<file path="src/sv/tcw_pkg.sv">
`default_nettype none
// ----------------------------------------------------------------------------
// tcw_pkg: shared types and constants of the text console writer
// Screen geometry, opcodes, character codes and the control/status bundles
// between the controller and the datapath.
// ----------------------------------------------------------------------------
package tcw_pkg;

    // Screen geometry
    localparam int COLS  = 80;
    localparam int ROWS  = 25;
    localparam int CELLS = ROWS * COLS;

    // Cell index that can also hold CELLS (the saturated cursor)
    localparam int CELL_W    = $clog2(CELLS + 1);
    // Memory address width
    localparam int ADDR_W    = (CELLS > 1) ? $clog2(CELLS) : 1;
    // Cursor row may reach ROWS, cursor column stays below COLS
    localparam int ROW_CNT_W = $clog2(ROWS + 1);
    localparam int COL_CNT_W = (COLS > 1) ? $clog2(COLS) : 1;

    // Payload field widths
    localparam int OP_W   = 2;
    localparam int CHAR_W = 8;
    localparam int ATTR_W = 8;
    localparam int COL_W  = 7;
    localparam int ROW_W  = 5;
    localparam int CELL_DW = CHAR_W + ATTR_W;

    // Opcodes
    localparam logic [OP_W-1:0] OP_PUT_CUR = 2'd0;
    localparam logic [OP_W-1:0] OP_PUT_POS = 2'd1;
    localparam logic [OP_W-1:0] OP_CLEAR   = 2'd2;
    localparam logic [OP_W-1:0] OP_READ    = 2'd3;

    // Character and attribute codes
    localparam logic [CHAR_W-1:0] CH_NEWLINE   = 8'h0a;
    localparam logic [CHAR_W-1:0] CH_BACKSPACE = 8'h08;
    localparam logic [CHAR_W-1:0] CH_BLANK     = 8'h20;
    localparam logic [ATTR_W-1:0] ATTR_DEFAULT = 8'h0f;

    // Controller commands to the datapath
    typedef struct packed {
        logic exec;        // item transfer: update cursor, write or read a cell
        logic clear_step;  // blank one cell of the sweep
        logic load;        // fill the output register
    } tcw_cmd_t;

    // Datapath status to the controller
    typedef struct packed {
        logic is_clear;    // offered item is a clear
        logic clear_done;  // sweep is at the last cell
        logic out_free;    // output register can take a result
    } tcw_stat_t;

endpackage
`default_nettype wire

</file>
<file path="src/sv/tcw_ctrl.sv">
`default_nettype none
// ----------------------------------------------------------------------------
// tcw_ctrl: sequencing controller
// Accepts an item, runs the clear sweep when asked, then loads the result.
// ----------------------------------------------------------------------------
module tcw_ctrl (
    input  wire logic               aclk,
    input  wire logic               aresetn,
    input  wire logic               s_valid,
    output logic                    s_ready,
    input  wire tcw_pkg::tcw_stat_t stat,
    output tcw_pkg::tcw_cmd_t       cmd
);

    typedef enum logic [2:0] {
        S_IDLE  = 3'b001,
        S_CLEAR = 3'b010,
        S_LOAD  = 3'b100
    } state_t;

    state_t state_reg, state_next;

    always_comb begin
        state_next     = state_reg;
        cmd            = '0;
        s_ready        = 1'b0;
        case (state_reg)
            S_IDLE: begin
                s_ready  = 1'b1;
                cmd.exec = s_valid;
                if (s_valid) begin
                    state_next = stat.is_clear ? S_CLEAR : S_LOAD;
                end
            end
            S_CLEAR: begin
                cmd.clear_step = 1'b1;
                if (stat.clear_done) begin
                    state_next = S_LOAD;
                end
            end
            S_LOAD: begin
                cmd.load = stat.out_free;
                if (stat.out_free) begin
                    state_next = S_IDLE;
                end
            end
            default: begin
                state_next = S_IDLE;
            end
        endcase
    end

    always_ff @(posedge aclk) begin
        if (!aresetn) begin
            state_reg <= S_IDLE;
        end else begin
            state_reg <= state_next;
        end
    end

endmodule
`default_nettype wire

</file>
<file path="config.mk">
export PLATFORM = sky130hd
export DESIGN_NAME = tcw_ctrl
export DESIGN_NICKNAME = d
export VERILOG_FILES = /design/src/sv/tcw_pkg.sv /design/src/sv/tcw_ctrl.sv
export SDC_FILE = /design/constraint.sdc
export NUM_CORES = 1
export LEC_CHECK = 0
export ABC_AREA = 1
export BUFFER_PORTS_ARGS = -buffer_cell sky130_fd_sc_hd__buf_4
export CAP_MARGIN = 20
export CORE_AREA = 2 2 39 41
export CTS_CLUSTER_DIAMETER = 150
export DETAILED_ROUTE_END_ITERATION = 16
export DIE_AREA = 0 0 41 43
export GPL_TIMING_DRIVEN = 0
export PLACE_DENSITY = 0.47
export SLEW_MARGIN = 25
export SYNTH_ARGS = -nofsm -noshare
export SYNTH_HDL_FRONTEND = slang
export SYNTH_SLANG_ARGS = --single-unit
</file>
<file path="constraint.sdc">
create_clock -name aclk -period 1.7 [get_ports aclk]
set_clock_uncertainty 0.05 [all_clocks]
set_input_delay 0.51 -clock aclk [delete_from_list [all_inputs] [get_ports aclk]]
set_output_delay 0.51 -clock aclk [all_outputs]
set_load 0.03 [all_outputs]
</file>
* After elaboration in Yosys (flattened, before gate mapping)
Cells that the tools add are included.
** Operators by class
- Reductions and logical operators :: 1
- Equal/unequal tests :: 6
- Mux-type cells :: 9
** Operators with widths (number)
- $mux W3 :: 4
- $pmux W3 S3 :: 1
- $ne A2 B2 Y1 const B :: 3
- $mux W1 :: 4
- $eq A3 B1 Y1 const B :: 1
- $eq A3 B2 Y1 const B :: 1
- $eq A3 B3 Y1 const B :: 1
- $reduce_and A3 Y1 :: 1
** Word-level totals
- Word-level logic and storage cells :: 17
- Output and inout port bits :: 4
- Input bits :: 6
- Register bits :: 3

* Depth between registers and ports, before layout
- Depth in word-level cells :: 3
- Mapped depth :: 8

* Least setup slack after synthesis
Ideal clock, no wire load.
- Path kind :: input port to output port
- Start :: in stat[0] in the netlist's numbering
- End :: out cmd[0] in the netlist's numbering
- Stages :: 2
- Path slack :: -0.301 ns
- Data required time :: 1.140 ns
- Data arrival time :: 1.441 ns
- Cells stage by stage :: inv_1 -> nor4_1
** RTL lines
- start: declaration :: RTL line tcw_ctrl.sv:11 : input wire tcw_pkg::tcw_stat_t stat,
- end: declaration :: RTL line tcw_ctrl.sv:12 : output tcw_pkg::tcw_cmd_t cmd

==> flow_summary.json <==
{
  "status": "finished, final reports clean",
  "num-nets-final": 54,
  "antenna_found_initial": 0,
  "cts.sinks": 3,
  "synth_xor_xnor_area_share": 0,
  "coreArea_um2": 1380,
  "grt_use_total": 0.0693,
  "chipWidth_um": 41,
  "initial_core_util": 0.151,
  "cp-start-kind": "flip-flop",
  "clockBufferDepth": 2,
  "clock_latency_ps": 230,
  "power.density_nw_per_um2": 1310,
  "p_leak_nw": 0.181,
  "path_delay_family": "flip-flops",
  "synth-seq-cells": 3,
  "grt_pass1_vias": 221,
  "grt_pass1_wl_um": 765,
  "hpwl_um": 366,
  "overflow": 0,
  "crit_chain": "inv_1 -> nor4_2 -> buf_4",
  "final_area_um2": 335,
  "seqCellArea_um2": 61.3,
  "cp_num_buf_inv": 2,
  "yosys_warnings": 0,
  "yosys.area_share.simple": 0.461,
  "cp_slowest_cell": "dfxtp_1",
  "cts-root-buf": "clkbuf_4",
  "die_area_um2": 1760,
  "max_freq_mhz": 616,
  "antenna-diode-count": 0,
  "ctsHoldBuffers": 0,
  "worst_ep_required_time_ps": 1140,
  "cts_made_buffers": 3,
  "viasPerCell": 3.52,
  "ios": 10,
  "synth_mux_area_frac": 0,
  "tns_ps": 0,
  "drt_iter0_markers": 4,
  "rr_worst_depth": 3,
  "yosysUniqueCellTypes": 13,
  "final.min_clock_period_ps": 1620,
  "vdd_ir_drop_max_mv": 0.299,
  "dr.pass1.iters": 3,
  "critPathCaptureType": "output port",
  "period_share": 0.955,
  "min_path_type": "in2reg",
  "setup_viol": 0,
  "rsz0062_at_grt": "no",
  "synth_compound_area_frac": 0.0898,
  "synth_top_family_by_area": "simple AND/OR/NAND/NOR gates",
  "drive_gt1_frac": 0.511,
  "rrSetupSlack_ps": 650,
  "placed_area_um2": 303,
  "synth_seq_area_share": 0.287,
  "min_delay_path_depth": 3,
  "cp.depth": 3,
  "synth_fa_ha_area_frac": 0,
  "slowest_delay_ps": 350,
  "drc": 0,
  "syn_area_um2": 209,
  "vias": 222,
  "worst_pin_slew_ps": 207,
  "htreeDepth": 1,
  "grt_max_degree": 6,
  "cts_tree": "done",
  "synth_fp_nets": 40,
  "arrival_ps": 1060,
  "synthCells": 34,
  "path_clk_slew_ps": 40,
  "num-fill-cells": 161,
  "drv_slew": 0,
  "synth_area_per_cell_um2": 6.15,
  "io_buffers": 9,
  "worstSetupPathType": "reg2out",
  "hold_viol_final": 0,
  "slew_headroom": 0.862,
  "cap_violations": 0,
  "die_h_um": 43,
  "wl_per_cell_um": 6.83,
  "routed_wl_um": 430,
  "rows": 14,
  "multiInputGateArea_um2": 126,
  "largest_register_ffs": 3,
  "crit_fanout": 3,
  "area_growth_syn_to_layout_pct": 60.5,
  "place_congestion": 0.733,
  "ant_nets": 0
}
## placed cells by master, fill, tap and decap left out
cell type  instances
buf_4              9
inv_1              7
nor2_1             5
nor2_2             4
nand2_2            3
nand3_1            3
clkbuf_4           3
inv_2              2
nand2_1            2
dfxtp_1            2
nor4_2             1
nand3_2            1
o21bai_1           1
o21ai_1            1
a31oi_1            1
clkbuf_1           1
dfxtp_2            1
## timing repair
action / CTS / global route
resized for setup: 0 / 3
setup endpoints to repair: 0 / 3
setup buffers: 0 / 0
## Yosys cell counts
library cell | n | area share
nor2_1 | 6 | 0.11
inv_2 | 2 | 0.036
a31oi_1 | 1 | 0.030
nand2_1 | 3 | 0.054
nor2_2 | 3 | 0.090
nor4_1 | 1 | 0.030
nand2_2 | 2 | 0.060
nand3_1 | 3 | 0.072
nand3_2 | 1 | 0.048
inv_1 | 7 | 0.13
o21ai_1 | 1 | 0.024
dfxtp_1 | 3 | 0.29
o21bai_1 | 1 | 0.036
## final timing paths
| kind | startpoint | endpoint |
|---|---|---|
| hold reg to reg | state_reg[2] | state_reg[1] |
| setup / recovery | state_reg[2] | cmd[0] |
| setup reg to reg | state_reg[0] | state_reg[1] |
| hold / removal | aresetn | state_reg[1] |
## metrics by stage
stage	total power [mW]	setup WS, ps	std cells	hold WS [ps]	utilization
after floorplan	0.249	50.5	34	532	-
after detailed placement	0.310	176	59	597	0.219
after CTS	0.440	7.80	63	460	0.238
after global routing	0.473	8.01	63	474	0.242
final	0.438	75.9	63	461	0.242
after global placement	0.308	182	59	611	0.219
## worst register-to-register path: stages (launching register included)
cell and delay, ps:
dfxtp_1 420, nand3_1 190, a31oi_1 220, nor2_1 50
## report_power, final
part	internal [mW]	switching, mW
clock network	0.0879	0.0357
registers	0.0895	0.0225
logic	0.0776	0.125
total	0.255	0.183
## metal layers
metal / up-vias / part of all wire / GRT usage / routed length, um
met5: - / 0 / 0 / 0
met4: 0 / 0 / 0.0800 / 0
met3: 0 / 0.044 / 0.0314 / 19
met2: 5 / 0.53 / 0.0844 / 226
met1: 89 / 0.43 / 0.0772 / 184
li1: 128 / - / - / -
## logic make-up (layout without fill, tap and decap cells)
| kind of cell | count (synthesis) | after routing |
|---|---|---|
| compound gates | 3 | 3 |
| simple gates | 19 | 19 |
| flops | 3 | 3 |
| buf+inv | 9 | 22 |
## final cells by class
type,instances,area share
multi-input combinational,22,0.377
timing repair buffer,9,0.201
sequential,3,0.183
tap,16,0.0597
inverter,9,0.101
clock buffer,4,0.0784
No activity file was read; power rests on OpenSTA's default activity.
